`src/hw/rtl/csvtok_pkg.sv`:
```
// Shared types and constants for the CSV field tokenizer.
// Used by csvtok_decode, csvtok_out_buf and csv_field_tokenizer_unit.
// No dependencies.
package csvtok_pkg;

    // Field widths
    localparam int BYTE_W = 8;
    localparam int COL_W  = 8;
    localparam int KIND_W = 2;

    // Result kinds
    localparam logic [KIND_W-1:0] KIND_CHAR = 2'd0;
    localparam logic [KIND_W-1:0] KIND_CELL = 2'd1;
    localparam logic [KIND_W-1:0] KIND_ROW  = 2'd2;

    // Special characters
    localparam logic [BYTE_W-1:0] BYTE_COMMA = 8'h2C;
    localparam logic [BYTE_W-1:0] BYTE_QUOTE = 8'h22;
    localparam logic [BYTE_W-1:0] BYTE_CR    = 8'h0D;
    localparam logic [BYTE_W-1:0] BYTE_LF    = 8'h0A;

    // Reset value of the column count register
    localparam logic [COL_W-1:0] EXPECTED_COLUMNS_RESET = 8'd8;

    // One output word
    typedef struct packed {
        logic [KIND_W-1:0] kind;
        logic [BYTE_W-1:0] char_value;
        logic [COL_W-1:0]  column;
        logic              row_ok;
        logic              last;
    } result_t;

    // Parser state carried from byte to byte
    typedef struct packed {
        logic             quoting;
        logic             quote_pending;
        logic             cr_pending;
        logic             line_has_content;
        logic [COL_W-1:0] cell_count;
    } parse_state_t;

    // Words produced by one text byte, first in order
    typedef struct packed {
        logic [1:0] count;
        result_t    first;
        result_t    second;
    } decode_out_t;

endpackage

```
`src/hw/rtl/csvtok_decode.sv`:
```
// Combinational decode of one text byte against the current parser state.
// Produces the next state and up to two output words.
// Depends on csvtok_pkg.
module csvtok_decode
    import csvtok_pkg::*;
#(
    parameter int MAX_COLUMNS = 255
)
(
    input  logic [BYTE_W-1:0] text_byte,
    input  logic [COL_W-1:0]  expected_columns,
    input  parse_state_t      state_cur,
    output parse_state_t      state_nxt,
    output decode_out_t       words
);

    localparam logic [COL_W-1:0] MAX_COL = COL_W'(MAX_COLUMNS);

    always_comb
    begin
        result_t      res_a;
        result_t      res_b;
        logic         has_a;
        logic         has_b;
        logic         quoting_eff;
        logic         row_ok_w;
        logic [COL_W:0] count_plus;

        state_nxt   = state_cur;
        res_a       = '0;
        res_b       = '0;
        has_a       = 1'b0;
        has_b       = 1'b0;
        count_plus  = {1'b0, state_cur.cell_count} + {{COL_W{1'b0}}, 1'b1};
        row_ok_w    = (state_cur.cell_count < MAX_COL) &&
                      (count_plus == {1'b0, expected_columns});
        quoting_eff = state_cur.quoting;

        res_a.column = state_cur.cell_count;
        res_b.column = state_cur.cell_count;

        if (text_byte == BYTE_LF)
        begin
            // A newline closes the line: if it has content, end of cell, then end of row.
            if (state_cur.line_has_content)
            begin
                has_a       = 1'b1;
                res_a.kind  = KIND_CELL;
                has_b       = 1'b1;
                res_b.kind  = KIND_ROW;
                res_b.row_ok = row_ok_w;
            end
            state_nxt = '0;
        end
        else if (state_cur.quote_pending && (text_byte == BYTE_QUOTE))
        begin
            // Doubled quote inside quotes gives one quote character.
            state_nxt.quote_pending    = 1'b0;
            state_nxt.line_has_content = 1'b1;
            has_b            = 1'b1;
            res_b.kind       = KIND_CHAR;
            res_b.char_value = BYTE_QUOTE;
        end
        else
        begin
            // A lone pending quote closes quoting.
            if (state_cur.quote_pending)
            begin
                quoting_eff = 1'b0;
            end
            state_nxt.quote_pending = 1'b0;
            state_nxt.quoting       = quoting_eff;

            // A held carriage return not followed by a newline is kept only in quotes.
            if (state_cur.cr_pending)
            begin
                state_nxt.cr_pending       = 1'b0;
                state_nxt.line_has_content = 1'b1;
                if (quoting_eff)
                begin
                    has_a            = 1'b1;
                    res_a.kind       = KIND_CHAR;
                    res_a.char_value = BYTE_CR;
                end
            end

            // The current byte.
            if (text_byte == BYTE_CR)
            begin
                state_nxt.cr_pending = 1'b1;
            end
            else
            begin
                state_nxt.line_has_content = 1'b1;
                if (quoting_eff)
                begin
                    if (text_byte == BYTE_QUOTE)
                    begin
                        state_nxt.quote_pending = 1'b1;
                    end
                    else
                    begin
                        has_b            = 1'b1;
                        res_b.kind       = KIND_CHAR;
                        res_b.char_value = text_byte;
                    end
                end
                else if (text_byte == BYTE_QUOTE)
                begin
                    state_nxt.quoting = 1'b1;
                end
                else if (text_byte == BYTE_COMMA)
                begin
                    has_b      = 1'b1;
                    res_b.kind = KIND_CELL;
                    if (state_cur.cell_count < MAX_COL)
                    begin
                        state_nxt.cell_count = count_plus[COL_W-1:0];
                    end
                end
                else
                begin
                    has_b            = 1'b1;
                    res_b.kind       = KIND_CHAR;
                    res_b.char_value = text_byte;
                end
            end
        end

        // Pack the words in order and mark the final one.
        res_b.last = has_b;
        res_a.last = has_a && !has_b;
        words.count = {1'b0, has_a} + {1'b0, has_b};
        if (has_a)
        begin
            words.first  = res_a;
            words.second = res_b;
        end
        else
        begin
            words.first  = res_b;
            words.second = '0;
        end
    end

endmodule

```
`src/hw/rtl/csvtok_out_buf.sv`:
```
// Two-word output buffer that presents the words of one text byte in order.
// The user must load a new group only when it will be empty after this cycle (can_load); the block does not enforce it.
// Depends on csvtok_pkg.
module csvtok_out_buf
    import csvtok_pkg::*;
(
    input  logic        clk,
    input  logic        rst_n,
    input  logic        load,
    input  decode_out_t words,
    output logic        can_load,
    output logic        out_valid,
    input  logic        out_ready,
    output result_t     head
);

    logic [1:0] cnt_reg;
    logic [1:0] cnt_next;
    result_t    head_reg;
    result_t    head_next;
    result_t    tail_reg;
    result_t    tail_next;
    logic       pop;

    // A group may load when the buffer drains by the end of this cycle.
    assign pop       = (cnt_reg != 2'd0) && out_ready;
    assign can_load  = (cnt_reg == 2'd0) || ((cnt_reg == 2'd1) && out_ready);
    assign out_valid = (cnt_reg != 2'd0);
    assign head      = head_reg;

    // Next buffer contents.
    always_comb
    begin
        cnt_next  = cnt_reg;
        head_next = head_reg;
        tail_next = tail_reg;
        if (load)
        begin
            cnt_next  = words.count;
            head_next = words.first;
            tail_next = words.second;
        end
        else if (pop)
        begin
            cnt_next  = cnt_reg - 2'd1;
            head_next = tail_reg;
        end
    end

    // Word count.
    always_ff @(posedge clk or negedge rst_n)
    begin
        if (!rst_n)
        begin
            cnt_reg <= 2'd0;
        end
        else
        begin
            cnt_reg <= cnt_next;
        end
    end

    // Word payload.
    always_ff @(posedge clk)
    begin
        head_reg <= head_next;
        tail_reg <= tail_next;
    end

endmodule

```
`src/hw/rtl/csv_field_tokenizer_unit.sv`:
```
// Top level of the CSV field tokenizer: input register, parser state, output buffer.
// Depends on csvtok_pkg, csvtok_decode and csvtok_out_buf.
//
// Usage:
//   Input channel in_valid/in_ready carries one raw text byte per word (text_byte).
//   Output channel out_valid/out_ready carries one token per word: kind, char_value,
//   column, row_ok and last. A byte yields zero, one or two words; last marks the
//   final word of a byte.
//   cfg_write_en writes expected_columns; write it only while idle.
//   Path: a byte accepted into the input register is decoded from it once the output
//   buffer can take its words, and its first word is then shown from the output buffer.
//   Throughput: one byte per cycle while each byte yields at most one word and out_ready
//   is high; a byte that yields two words (end of cell and end of row, or a held
//   carriage return and a cell byte) makes the next byte wait in the input register,
//   since the output port moves one word per cycle.
//   Stall: when out_ready is low the output buffer holds up to two words; the
//   byte in the input register then waits and in_ready drops, so no word is lost.
//   Reset: parser state clears to outside quotes with an empty row, buffers empty,
//   expected_columns returns to 8.
module csv_field_tokenizer_unit
    import csvtok_pkg::*;
#(
    parameter int MAX_COLUMNS = 255
)
(
    input  logic              clk,
    input  logic              rst_n,
    input  logic              cfg_write_en,
    input  logic [COL_W-1:0]  expected_columns,
    input  logic              in_valid,
    output logic              in_ready,
    input  logic [BYTE_W-1:0] text_byte,
    output logic              out_valid,
    input  logic              out_ready,
    output logic [KIND_W-1:0] kind,
    output logic [BYTE_W-1:0] char_value,
    output logic [COL_W-1:0]  column,
    output logic              row_ok,
    output logic              last
);

    logic              in_valid_reg;
    logic              in_valid_next;
    logic [BYTE_W-1:0] in_byte_reg;
    logic [COL_W-1:0]  exp_cols_reg;
    parse_state_t      state_reg;
    parse_state_t      state_next;
    decode_out_t       words;
    logic              can_load;
    logic              process;
    result_t           head;

    // The held byte is decoded when the output buffer can take its words.
    assign process       = in_valid_reg && can_load;
    assign in_ready      = !in_valid_reg || process;
    assign in_valid_next = (in_valid && in_ready) || (in_valid_reg && !process);

    // Input register.
    always_ff @(posedge clk or negedge rst_n)
    begin
        if (!rst_n)
        begin
            in_valid_reg <= 1'b0;
        end
        else
        begin
            in_valid_reg <= in_valid_next;
        end
    end

    always_ff @(posedge clk)
    begin
        if (in_valid && in_ready)
        begin
            in_byte_reg <= text_byte;
        end
    end

    // Configuration register.
    always_ff @(posedge clk or negedge rst_n)
    begin
        if (!rst_n)
        begin
            exp_cols_reg <= EXPECTED_COLUMNS_RESET;
        end
        else if (cfg_write_en)
        begin
            exp_cols_reg <= expected_columns;
        end
    end

    // Byte decode.
    csvtok_decode #(
        .MAX_COLUMNS(MAX_COLUMNS)
    ) u_decode (
        .text_byte        (in_byte_reg),
        .expected_columns (exp_cols_reg),
        .state_cur        (state_reg),
        .state_nxt        (state_next),
        .words            (words)
    );

    // Parser state advances once per decoded byte.
    always_ff @(posedge clk or negedge rst_n)
    begin
        if (!rst_n)
        begin
            state_reg <= '0;
        end
        else if (process)
        begin
            state_reg <= state_next;
        end
    end

    // Output buffer.
    csvtok_out_buf u_out_buf (
        .clk       (clk),
        .rst_n     (rst_n),
        .load      (process),
        .words     (words),
        .can_load  (can_load),
        .out_valid (out_valid),
        .out_ready (out_ready),
        .head      (head)
    );

    assign kind       = head.kind;
    assign char_value = head.char_value;
    assign column     = head.column;
    assign row_ok     = head.row_ok;
    assign last       = head.last;

endmodule
```
`config.mk`:
```
export PLATFORM = sky130hd
export DESIGN_NAME = csv_field_tokenizer_unit
export DESIGN_NICKNAME = d
export VERILOG_FILES = /design/src/hw/rtl/csvtok_pkg.sv /design/src/hw/rtl/csvtok_decode.sv /design/src/hw/rtl/csvtok_out_buf.sv /design/src/hw/rtl/csv_field_tokenizer_unit.sv
export SDC_FILE = /design/constraint.sdc
export NUM_CORES = 1
export LEC_CHECK = 0
export BUFFER_PORTS_ARGS = -buffer_cell sky130_fd_sc_hd__buf_2
export CORE_AREA = 5 5 84 86
export CTS_BUF_LIST = sky130_fd_sc_hd__clkbuf_4 sky130_fd_sc_hd__clkbuf_8 sky130_fd_sc_hd__clkbuf_16
export DETAILED_ROUTE_END_ITERATION = 8
export DIE_AREA = 0 0 89 91
export PLACE_DENSITY = 0.78
export SLEW_MARGIN = 20
export SYNTH_ARGS = -nofsm -noshare
export SYNTH_HDL_FRONTEND = slang
export SYNTH_HIERARCHICAL = 1
export SYNTH_SLANG_ARGS = --single-unit
```
`constraint.sdc`:
```
create_clock -name clk -period 4.2 [get_ports clk]
set_input_delay 0 -clock clk [delete_from_list [all_inputs] [get_ports clk]]
set_output_delay 0 -clock clk [all_outputs]
set_load 0.05 [all_outputs]
```
==> results.md, run 1 <==
* Status: finished, final reports clean
* Initial Util at 58.3%
* Crit path required time at 4.30 ns
* Global-route wire length before repair at 11300 µm
* Critical Path End Type: flip-flop
* Vias in the first global route at 2332
* CP peak stage delay at 0.62 ns
* Clock skew at 0.00622 ns
* Hpwl dp at 4470 µm
* Worst-Skew Late Latency at 0.35 ns
* Final instance area at 0.00417 mm²
* Max cap viols at 0
* Seq/Total Area, Yosys at 55.8%
* Synth warnings at 6
* Synth area leaders: edfxtp_1 40%, dfrtp_1 15%, mux2_2 9.7%
* Via-to-Cell Ratio at 5.50
* I/O pin count at 43
* Drt wl/cell at 15.9 µm
* Final wirelength at 6780 µm
* DP Area at 0.00377 mm²
* Post-synthesis register bit count at 71
* Largest net degree at the start of global routing at 26
* Number of remaining DRC errors at 0
* Share of layout cells above drive strength 1 at 30.4%
* Initial antenna violation count at 0
* Clk buf depth at 2
* Power Density at 692 mW/mm²
* Worst Hold Margin at 0.0411 ns
* Synth top area share at 39.9%
* Num rows at 29
* # resized after CTS at 0
* RSZ-0062 raised after global routing: no
* Pre-CTS setup slack at 1.42 ns
* IO buf count at 42
* Hold crit path type: in2reg
* Clock tree sinks at 71
* Total grt overflow at 0
* Setup tns final at 0 ns
* Max Clk Rate at 357 MHz
* Setup violators final at 0
* DR pass1 iterations at 4
* Post-synth ARST share at 32.4%
* Fin crit share at 66.7%
* Clock Tree Root: clkbuf_8
* Chip height at 91 µm
* CTS Hold Buffers Added at 18
* Netlist Area Pre-Place at 0.00361 mm²
* Core box area at 0.00620 mm²
* Num CTS Buffers at 9
* Worst ir drop on vdd at 0.000496 V
* Worst setup margin at 1.40 ns
* Ant. Diodes at 0
* # fillers at 479
* DR iter-0 viols at 131
* Die width at 89 µm
* Kind of critical path: reg2reg
* Synth Instances at 295
* Leakage at 1.71 nW
* Slew @ Worst Pin at 0.708 ns
* R2R cell count at 8
* CTS tree: yes
* Critical path launch point type: flip-flop
* Most used DFF post-synth: edfxtp_1
* Via count at 2343
* GRT Total Usage at 18.2%
* Normalized max-slew margin at 52.7%
* Endpoints failing hold at 0
* Post-synth EDFFs at 48
* Crit path max-delay cell type: inv_1
* Syn-to-layout area delta at 15.4%
* Hold depth at 2
* H-tree levels at 3
* Cell mode on critical path: inv_1
* Crit path time final at 2.80 ns
* Setup Fix Bufs, Post-CTS at 0
* Avg Synthesized Cell Area at 12.3 µm²
* Max-slew violations at 0
* DIE AREA at 0.00810 mm²
* Final GP Congestion at 0.894
* Reg clk slew, reported paths at 0.08 ns
* Cell taking the most area after synthesis: edfxtp_1
* Crit-path max FO at 25
* CP Cell Sequence: inv_1 -> ha_1 -> inv_1 -> nand2_1 -> nand2_2 -> inv_1 -> buf_4 -> mux2_2
* Fin nets at 369
* Routed Antenna Nets at 0
* Post-synthesis cell type count at 49
* Data arrival, critical path at 2.90 ns
[cells in the mapped netlist, drive strengths merged (3+ instances only)]
| master | n |
|---|---|
| ha | 4 |
| nand4 | 4 |
| nand2b | 3 |
| buf | 21 |
| nor2b | 5 |
| mux2 | 40 |
| edfxtp | 48 |
| and3 | 4 |
| nor2 | 20 |
| nand3 | 8 |
| a21oi | 10 |
| nor3 | 8 |
| xnor2 | 11 |
| dfrtp | 22 |
| inv | 10 |
| and2 | 11 |
| nand2 | 26 |
| clkbuf | 4 |
| o21ai | 7 |
[critical path: cells and delay by family, from the launching register on]
family | cells | cell delay, ns
flops | 1 | 0.42
fa+ha+maj | 1 | 0.20
mux | 1 | 0.38
buf+inv | 4 | 1.19
simple gates | 2 | 0.36
[logic make-up (layout without fill, tap and decap cells)]
| group | after synthesis | after routing | share of synthesized area [%] |
|---|---|---|---|
| and+or+nand+nor | 101 | 101 | 14.8 |
| DFF | 71 | 71 | 55.8 |
| muxes | 41 | 41 | 13.7 |
| buffers and inverters | 35 | 87 | 5.68 |
| AOI/OAI and AO/OA | 30 | 30 | 5.61 |
| xor gates and xnor gates | 12 | 12 | 2.91 |
| adders and majority gates | 4 | 4 | 1.38 |
| other | 1 | 3 | 0.104 |
[metal layers]
| layer | global-route usage [%] | vias up | routed length, µm |
|---|---|---|---|
| li1 | - | 1145 | - |
| met1 | 24.5 | 1125 | 3010 |
| met2 | 29.0 | 66 | 3290 |
| met3 | 4.07 | 7 | 378 |
| met4 | 6.33 | 0 | 104 |
| met5 | 0 | - | 0 |
[area by class of cell]
cell class	instances	area, µm²	area share [%]
Clock inverter	6	83.8	2.01
Inverter	10	37.5	0.900
Timing Repair Buffer	61	398	9.54
Tap cell	77	96.3	2.31
Clock buffer	10	138	3.30
Sequential cell	71	2020	48.4
Multi-Input combinational cell	191	1400	33.5
[stage by stage]
step                      total power [mW]  std cells  utilization, %
after floorplan                       2.08        297               -
after global placement                2.25        392            60.7
after detailed placement              2.29        392            60.7
after CTS                             2.91        426            67.2
after global routing                  3.02        426            67.2
final                                 2.89        426            67.2
[final timing paths]
| kind | startpoint | slack (ns) | endpoint |
|---|---|---|---|
| setup / recovery | u_out_buf/cnt_reg[0]$_DFFE_PN0P_ | 1.40 | u_out_buf/head[9]$_DFFE_PP_ |
| hold / removal | cfg_write_en | 0.04 | exp_cols_reg[7]$_DFFE_PN0P_ |
| hold reg to reg | exp_cols_reg[7]$_DFFE_PN0P_ | 0.53 | exp_cols_reg[7]$_DFFE_PN0P_ |
| min in group asynchronous | rst_n | 0.18 | exp_cols_reg[6]$_DFFE_PN0P_ |
| setup reg to reg | u_out_buf/cnt_reg[0]$_DFFE_PN0P_ | 1.40 | u_out_buf/head[9]$_DFFE_PP_ |
| max in group asynchronous | rst_n | 3.65 | exp_cols_reg[3]$_DFFE_PN1P_ |
[power by group]
| part | switching, mW | internal, mW | leakage [nW] |
|---|---|---|---|
| Clock | 0.258 | 0.347 | 0.106 |
| Combinational | 0.759 | 0.348 | 0.836 |
| Sequential | 0.109 | 1.07 | 0.765 |
[layout by cell type (no fill, tap or decap), drive strengths merged, types with 8 or more instances in the layout]
| cell type | synthesis | layout |
|---|---|---|
| edfxtp | 48 | 48 |
| and2 | 11 | 11 |
| dlygate4sd3 | 0 | 18 |
| xnor2 | 11 | 11 |
| nand2 | 26 | 26 |
| mux2 | 40 | 40 |
| nor3 | 8 | 8 |
| buf | 21 | 43 |
| nor2 | 20 | 20 |
| a21oi | 10 | 10 |
| nand3 | 8 | 8 |
| inv | 10 | 10 |
| dfrtp | 22 | 22 |
| clkbuf | 4 | 10 |
Note: power is estimated with default switching activity, not from simulation.
==> inputs of run 2 (changes only) <==
Settings changed: ABC_AREA from default to 1, CORE_AREA 5 5 84 86 to 5 5 92 94, DIE_AREA 0 0 89 91 to 0 0 97 99, PLACE_DENSITY 0.78 to 0.73.
Clock period 4.2 ns to 2.45 ns, I/O delays scaled along.
==> run 2 against run 1 <==
Clock skew is essentially flat; first-iteration DRC count grew 60%; synthesized cell count grew 51%; final cell count grew 43%; critical endpoint is now u_out_buf/head[5]$_DFFE_PP_; largest power group is now combinational cells.
==> results.md, run 2 <==
* Most used DFF post-synth: edfxtp_1
* Commonest cells in the netlist: 160 x nand2_1, 48 x edfxtp_1, 45 x inv_1
* Register Area at 0.00202 mm² (unchanged)
* Max-slew violations at 0 (unchanged)
* Ant. Diodes at 0 (unchanged)
* Fin nets at 526 (+43%)
* Clock Tree Root: clkbuf_8
* Initial Util at 51.3% (-6.9 points)
* Total Power at 5.48 mW (+90%)
* I/O pin count at 43 (unchanged)
* Clk buf depth at 2 (unchanged)
* Num rows at 32 (+10%)
* Status: finished, final reports clean
* Multi-input gate area at 0.00144 mm² (+2.7%)
* Total grt overflow at 0 (unchanged)
* Critical path launch point type: flip-flop
* DIE AREA at 0.00960 mm² (+19%)
* Commonest non-fill, non-tap cell in the layout: nand2_1
* Synth area leaders: edfxtp_1 37%, nand2_1 15%, dfrtp_1 14%
* Crit path required time at 2.50 ns (-1.80 ns)
* Num CTS Buffers at 9 (unchanged)
* Critical Path End Type: flip-flop
* Data arrival, critical path at 2.14 ns (-0.76 ns)
* Max cap viols at 0 (unchanged)
* Syn-to-layout area delta at 16.1%
* Core box area at 0.00757 mm² (+22%)
* Crit path time final at 2.09 ns (-0.718 ns)
* Cell taking the most area after synthesis: edfxtp_1
* Crit path max-delay cell type: dfrtp_1
* CP Cell Sequence: inv_1 -> ha_1 -> clkinvlp_4 -> nand2_1 -> nand2_2 -> clkinvlp_4 -> inv_8 -> nand2_4
* Synth warnings at 6 (unchanged)
* # fillers at 653 (+36%)
* Post-synth ARST share at 32.4% (unchanged)
* Power Density at 1220 mW/mm² (+76%)
* Synth Instances at 444 (+51%)
* Share of layout cells above drive strength 1 at 21.5% (-8.8 points)
* Top-count cell post-synth: nand2_1
* Setup violators final at 0 (unchanged)
* DR iter-0 viols at 209 (+60%)
* IO buf count at 42 (unchanged)
* Worst-Skew Late Latency at 0.34 ns (about the same)
* GRT Total Usage at 16.3% (-1.9 points)
* Final Core Density at 59.6% (-7.6 points)
* DR pass1 iterations at 5 (+1)
* Fin cells at 608 (+43%)
* Hpwl dp at 5410 µm (+21%)
* Hold crit path type: in2reg
* Crit-path max FO at 23 (-8.0%)
* Avg Synthesized Cell Area at 8.75 µm² (-29%)
* Via count at 2973 (+27%)
* Post-synthesis register bit count at 71 (unchanged)
* Placed Instances at 570 (+45%)
* Initial antenna violation count at 0 (unchanged)
* Fin crit share at 85.1% (+18 points)
* Setup Fix Bufs, Post-CTS at 0 (unchanged)
* Reg clk slew, reported paths at 0.08 ns (about the same)
* Number of remaining DRC errors at 0 (unchanged)
* Normalized max-slew margin at 64.6% (+12 points)
* Chip height at 99 µm (+8.8%)
* Kind of critical path: reg2reg
* Die width at 97 µm (+9.0%)
* Via-to-Cell Ratio at 4.89 (-11%)
* Post-synthesis cell type count at 36 (-27%)
* Clock skew at 0.00583 ns (-0.000389 ns)
* Clock tree sinks at 71 (unchanged)
* CP peak stage delay at 0.40 ns (-0.22 ns)
* Cell mode on critical path: clkinvlp_4
* Largest net degree at the start of global routing at 24 (-7.7%)
* Worst ir drop on vdd at 0.000546 V (+10%)
* Vias in the first global route at 2843 (+22%)
* Slew @ Worst Pin at 0.531 ns (-0.177 ns)
* Setup tns final at 0 ns (unchanged)
* Drt wl/cell at 12.3 µm (-23%)
* Final wirelength at 7490 µm (+10%)
* RSZ-0062 raised after global routing: no
* Global-route wire length before repair at 12800 µm (+13%)
* Synth top area share at 37.1% (-2.8 points)
* Final GP Congestion at 0.872 (-2.5%)
* Commonest non-fill, non-tap cells in the layout: 159 x nand2_1, 48 x edfxtp_1, 43 x inv_1
* Post-synth EDFFs at 48 (unchanged)
* Netlist Area Pre-Place at 0.00388 mm² (+7.4%)
* Max Clk Rate at 480 MHz (+34%)
* CTS tree: yes
* Routed Antenna Nets at 0 (unchanged)
* H-tree levels at 3 (unchanged)
* Leakage at 2.17 nW (+27%)
* Endpoints failing hold at 0 (unchanged)
* Seq/Total Area, Yosys at 52.0% (-3.9 points)
[run 2: where the power goes]
| group | internal, mW | switching [mW] |
|---|---|---|
| combinational | 0.562 | 1.75 |
| sequential | 1.88 | 0.233 |
| clock | 0.606 | 0.454 |
[run 2: layer usage]
layer | vias to the layer above | routed length [µm] | GRT usage, %
li1 | 1498 | - | -
met3 | 11 | 395 | 3.82
met2 | 89 | 3640 | 26.5
met4 | 0 | 125 | 7.02
met5 | - | 0 | 0
met1 | 1375 | 3330 | 20.8
[run 2: area by class of cell]
type	instances	area share, %
Clock buffer	10	3.05
Timing Repair Buffer	69	10.4
Tap cell	102	2.83
Multi-Input combinational cell	294	31.9
Inverter	56	5.05
Sequential cell	71	44.8
Clock inverter	6	2.05
[run 2: path summary, 6_finish.rpt]
path,startpoint,to,slack [ns],cells after the start
setup / recovery,u_out_buf/cnt_reg[0]$_DFFE_PN0P_,u_out_buf/head[5]$_DFFE_PP_,0.36,8
hold / removal,cfg_write_en,exp_cols_reg[0]$_DFFE_PN0P_,0.004,3
max in group asynchronous,rst_n,exp_cols_reg[3]$_DFFE_PN1P_,1.92,2
setup reg to reg,u_out_buf/cnt_reg[0]$_DFFE_PN0P_,u_out_buf/head[5]$_DFFE_PP_,0.36,8
min in group asynchronous,rst_n,u_out_buf/cnt_reg[1]$_DFFE_PN0P_,0.16,2
hold reg to reg,state_reg[11]$_DFFE_PN0P_,state_reg[11]$_DFFE_PN0P_,0.51,2
[run 2: stage by stage]
| stage | setup slack [ns] | cell area, µm² | hold WS, ns |
|---|---|---|---|
| 3_5_place_dp | 0.397 | 4060 | 0.0208 |
| 5_1_grt | 0.187 | 4510 | 0.0277 |
| 3_3_place_gp | 0.477 | 4060 | 0.00906 |
| 6_report | 0.365 | 4510 | 0.00432 |
| 4_1_cts | 0.373 | 4510 | 0.00146 |
| 2_1_floorplan | 0.116 | 3910 | -0.296 |
[run 2: critical path: cells and delay by family (launching register included)]
family        cells  cell delay, ns
fa+ha+maj         1            0.22
buf+inv           4            0.65
flops             1            0.40
simple gates      3            0.53
[run 2: what timing repair did]
| action | 4_1_cts | 5_1_grt |
|---|---|---|
| hold buffers | 22 | 0 |
| gates resized for setup | 0 | 0 |
| endpoints found under the hold margin | 39 | 0 |
[run 2: cell families after synthesis]
kind of cell | after synthesis | synth area share, %
AO/OA/AOI/OAI | 27 | 3.93
buffers and inverters | 81 | 11.4
flip-flops | 71 | 52.0
other | 1 | 0.0966
AND/OR/NAND/NOR | 260 | 31.3
adder cells (fa/ha/maj) | 4 | 1.29
==> inputs of run 3 (changes only) <==
Settings changed: CORE_AREA 5 5 92 94 to 5 5 87 89, DIE_AREA 0 0 97 99 to 0 0 92 94, PLACE_DENSITY 0.73 to 0.72, SYNTH_HIERARCHICAL 1 to default.
==> run 3 against run 2 <==
Die area is 9.9% lower; first-iteration DRC count is 57% lower; critical path depth is 3 higher; hold slack better by 0.0051 ns; routed wire length is 11% lower; flip-flop and latch count stayed put; clock-buffer cell count stayed put; clock power hardly changed; combinational power is 19% lower; synthesized area is 14% lower; synthesized cell count is 19% lower; utilization is 1.7 points higher.
==> results.md, run 3 <==
* Status: finished, final reports clean
* Power Density at 1180 mW/mm² (-2.8%)
* Clk pwr share at 21.2% (+1.9 points)
* Global-route wire length before repair at 11500 µm (-10%)
* Critical Path End Type: flip-flop
* Hold crit path type: in2reg
* Critical path launch point type: flip-flop
* Setup tns final at 0 ns (unchanged)
* Post-synthesis register bit count at 71 (unchanged)
* Ant. Diodes at 0 (unchanged)
* R2r startpoint: in_byte_reg[0]$_DFFE_PP_
* Leakage at 1.91 nW (-12%)
* # fillers at 576 (-12%)
* Crit-path max FO at 4 (-83%)
* Cell taking the most area after synthesis: edfxtp_1
* Clock tree sinks at 71 (unchanged)
* Sw Ratio at 41.7% (-2.7 points)
* Core box area at 0.00668 mm² (-12%)
* Num CTS Buffers at 9 (unchanged)
* Initial Util at 50.2% (-1.1 points)
* Total Power at 4.84 mW (-12%)
* Vias in the first global route at 2481 (-13%)
* Post-synthesis cell type count at 30 (-17%)
* Final GP Congestion at 0.826 (-5.3%)
* Fin nets at 456 (-13%)
* Avg Synthesized Cell Area at 9.32 µm² (+6.5%)
* RSZ-0062 raised after global routing: no
* Number of remaining DRC errors at 0 (unchanged)
* Power share of the combinational group at 38.5% (-3.7 points)
* Largest net degree at the start of global routing at 30 (+25%)
* Kind of critical path: reg2reg
* Via-to-Cell Ratio at 4.87 (-0.32%)
* Synth top area share at 43.0% (+5.9 points)
* HP Start: cfg_write_en
* Initial antenna violation count at 0 (unchanged)
* Clock skew at 0.00777 ns (+0.00194 ns)
* DR pass1 iterations at 7 (+2)
* Netlist Area Pre-Place at 0.00335 mm² (-14%)
* Slew @ Worst Pin at 0.684 ns (+0.153 ns)
* Synth Instances at 360 (-19%)
* Crit path time final at 2.06 ns (-0.0223 ns)
* Post-synth ARST share at 32.4% (unchanged)
* Top-count cell post-synth: nand2_1
* Int Power at 2.82 mW (-7.4%)
* Crit path required time at 2.65 ns (+0.15 ns)
* Setup violators final at 0 (unchanged)
* H-tree levels at 3 (unchanged)
* Multi-input gate area at 0.00112 mm² (-22%)
* Routed Antenna Nets at 0 (unchanged)
* Final wirelength at 6670 µm (-11%)
* Reg clk slew, reported paths at 0.08 ns (about the same)
* Seq/Total Area, Yosys at 60.2% (+8.2 points)
* Clock Tree Root: clkbuf_8
* GRT Total Usage at 17.2% (+0.91 points)
* IO buf count at 42 (unchanged)
* Max Clk Rate at 485 MHz (+1.1%)
* Commonest non-fill, non-tap cell in the layout: nand2_1
* Num rows at 30 (-6.3%)
* Worst-Skew Late Latency at 0.35 ns (about the same)
* Normalized max-slew margin at 54.2% (-10 points)
* Setup Fix Bufs, Post-CTS at 0 (unchanged)
* Fin crit share at 84.2% (-0.91 points)
* Die width at 92 µm (-5.2%)
* Synth warnings at 0 (-6)
* Worst ir drop on vdd at 0.000466 V (-15%)
* Endpoints failing hold at 0 (unchanged)
* Commonest non-fill, non-tap cells in the layout: 107 x nand2_1, 48 x edfxtp_1, 43 x inv_1
* Register Area at 0.00202 mm² (unchanged)
* Clk buf depth at 2 (unchanged)
* Post-synth EDFFs at 48 (unchanged)
* Reg power frac at 40.3% (+1.8 points)
* Hpwl dp at 4740 µm (-12%)
* Via count at 2515 (-15%)
* Chip height at 94 µm (-5.1%)
* DR iter-0 viols at 90 (-57%)
* Setup crit start: in_byte_reg[0]$_DFFE_PP_
* Max-slew violations at 0 (unchanged)
* Max cap viols at 0 (unchanged)
* Syn-to-layout area delta at 22.1%
* Synth area leaders: edfxtp_1 43%, dfrtp_1 16%, nand2_1 12%
* Commonest cells in the netlist: 107 x nand2_1, 48 x edfxtp_1, 43 x inv_1
* Share of layout cells above drive strength 1 at 19.3% (-2.3 points)
* DIE AREA at 0.00865 mm² (-9.9%)
* I/O pin count at 43 (unchanged)
* Data arrival, critical path at 2.27 ns (+0.13 ns)
* Drt wl/cell at 12.9 µm (+4.9%)
* Most used DFF post-synth: edfxtp_1
* CTS tree: yes
* Total grt overflow at 0 (unchanged)
* Syn_nets at 385
* Sw power at 2.02 mW (-17%)
[run 3: power groups by stage]
stage | clock network, mW | registers, mW | logic [mW]
final | 1.03 | 1.95 | 1.86
after global placement | 0 | 1.97 | 1.79
after floorplan | 0 | 2.59 | 0.781
after global routing | 1.10 | 1.99 | 2.04
after detailed placement | 0 | 1.98 | 1.84
after CTS | 1.05 | 1.96 | 1.87
[run 3: path summary, 6_finish.rpt]
check | endpoint | cells after the start | slack (ns)
min reg2reg | state_reg[11]$_DFFE_PN0P_ | 2 | 0.51
max reg2reg | u_out_buf.cnt_reg[0]$_DFFE_PN0P_ | 11 | 0.39
min | exp_cols_reg[1]$_DFFE_PN0P_ | 3 | 0.009
min in group asynchronous | state_reg[7]$_DFFE_PN0P_ | 2 | 0.15
max in group asynchronous | exp_cols_reg[3]$_DFFE_PN1P_ | 2 | 1.93
max | u_out_buf.cnt_reg[0]$_DFFE_PN0P_ | 11 | 0.39
[run 3: per-layer routing]
metal  vias up  share of wire [%]  global-route usage (%)  routed length, µm
met4         0                2.1                    9.41                142
met5         -                  0                       0                  0
met2        51                 45                    26.5               3010
met1      1144                 48                    22.8               3230
met3        11                4.3                    3.37                285
li1       1309                  -                       -                  -
[run 3: stage by stage]
stage          hold slack, ns  instances  setup slack, ns  cell area (µm²)  util [%]
2_1_floorplan          -0.296        360            0.104             3350         -
3_3_place_gp          0.00259        478            0.500             3650      54.6
3_5_place_dp          0.00493        478            0.385             3650      54.6
4_1_cts              0.000522        516            0.364             4090      61.2
5_1_grt                0.0364        516           0.0990             4100      61.3
6_report              0.00938        516            0.387             4100      61.3
[run 3: kinds of logic (layout without fill, tap and decap cells)]
logic type | Yosys count | after routing | synth area share (%)
compound gates | 39 | 39 | 6.38
xor+xnor | 2 | 2 | 0.522
fa+ha+maj | 4 | 4 | 1.49
buf+inv | 58 | 134 | 6.90
flops | 71 | 71 | 60.2
other cells | 1 | 1 | 0.112
simple gates | 185 | 185 | 24.4
[run 3: what timing repair did]
action                    CTS  global route
hold buffers               22             0
gates resized for setup     0             0
hold endpoints to repair   40             0
[run 3: layout make-up]
cell class | instances | share of cell area (%)
flip-flops and latches | 71 | 49.3
multi-input cells | 231 | 27.2
repair buffers | 67 | 11.1
inverters | 51 | 4.67
clock buffers | 10 | 3.21
well taps | 80 | 2.44
clock inverters | 6 | 2.11
[run 3: critical path, stage by stage, from the launching register on]
cell	delay [ns]
edfxtp_1	0.44
inv_2	0.09
nand2_1	0.07
nor3_1	0.34
nand3_1	0.20
nand2_1	0.12
nor2_1	0.05
ha_1	0.27
nand2_1	0.08
o21ai_0	0.10
nand2_1	0.07
o21ai_0	0.09
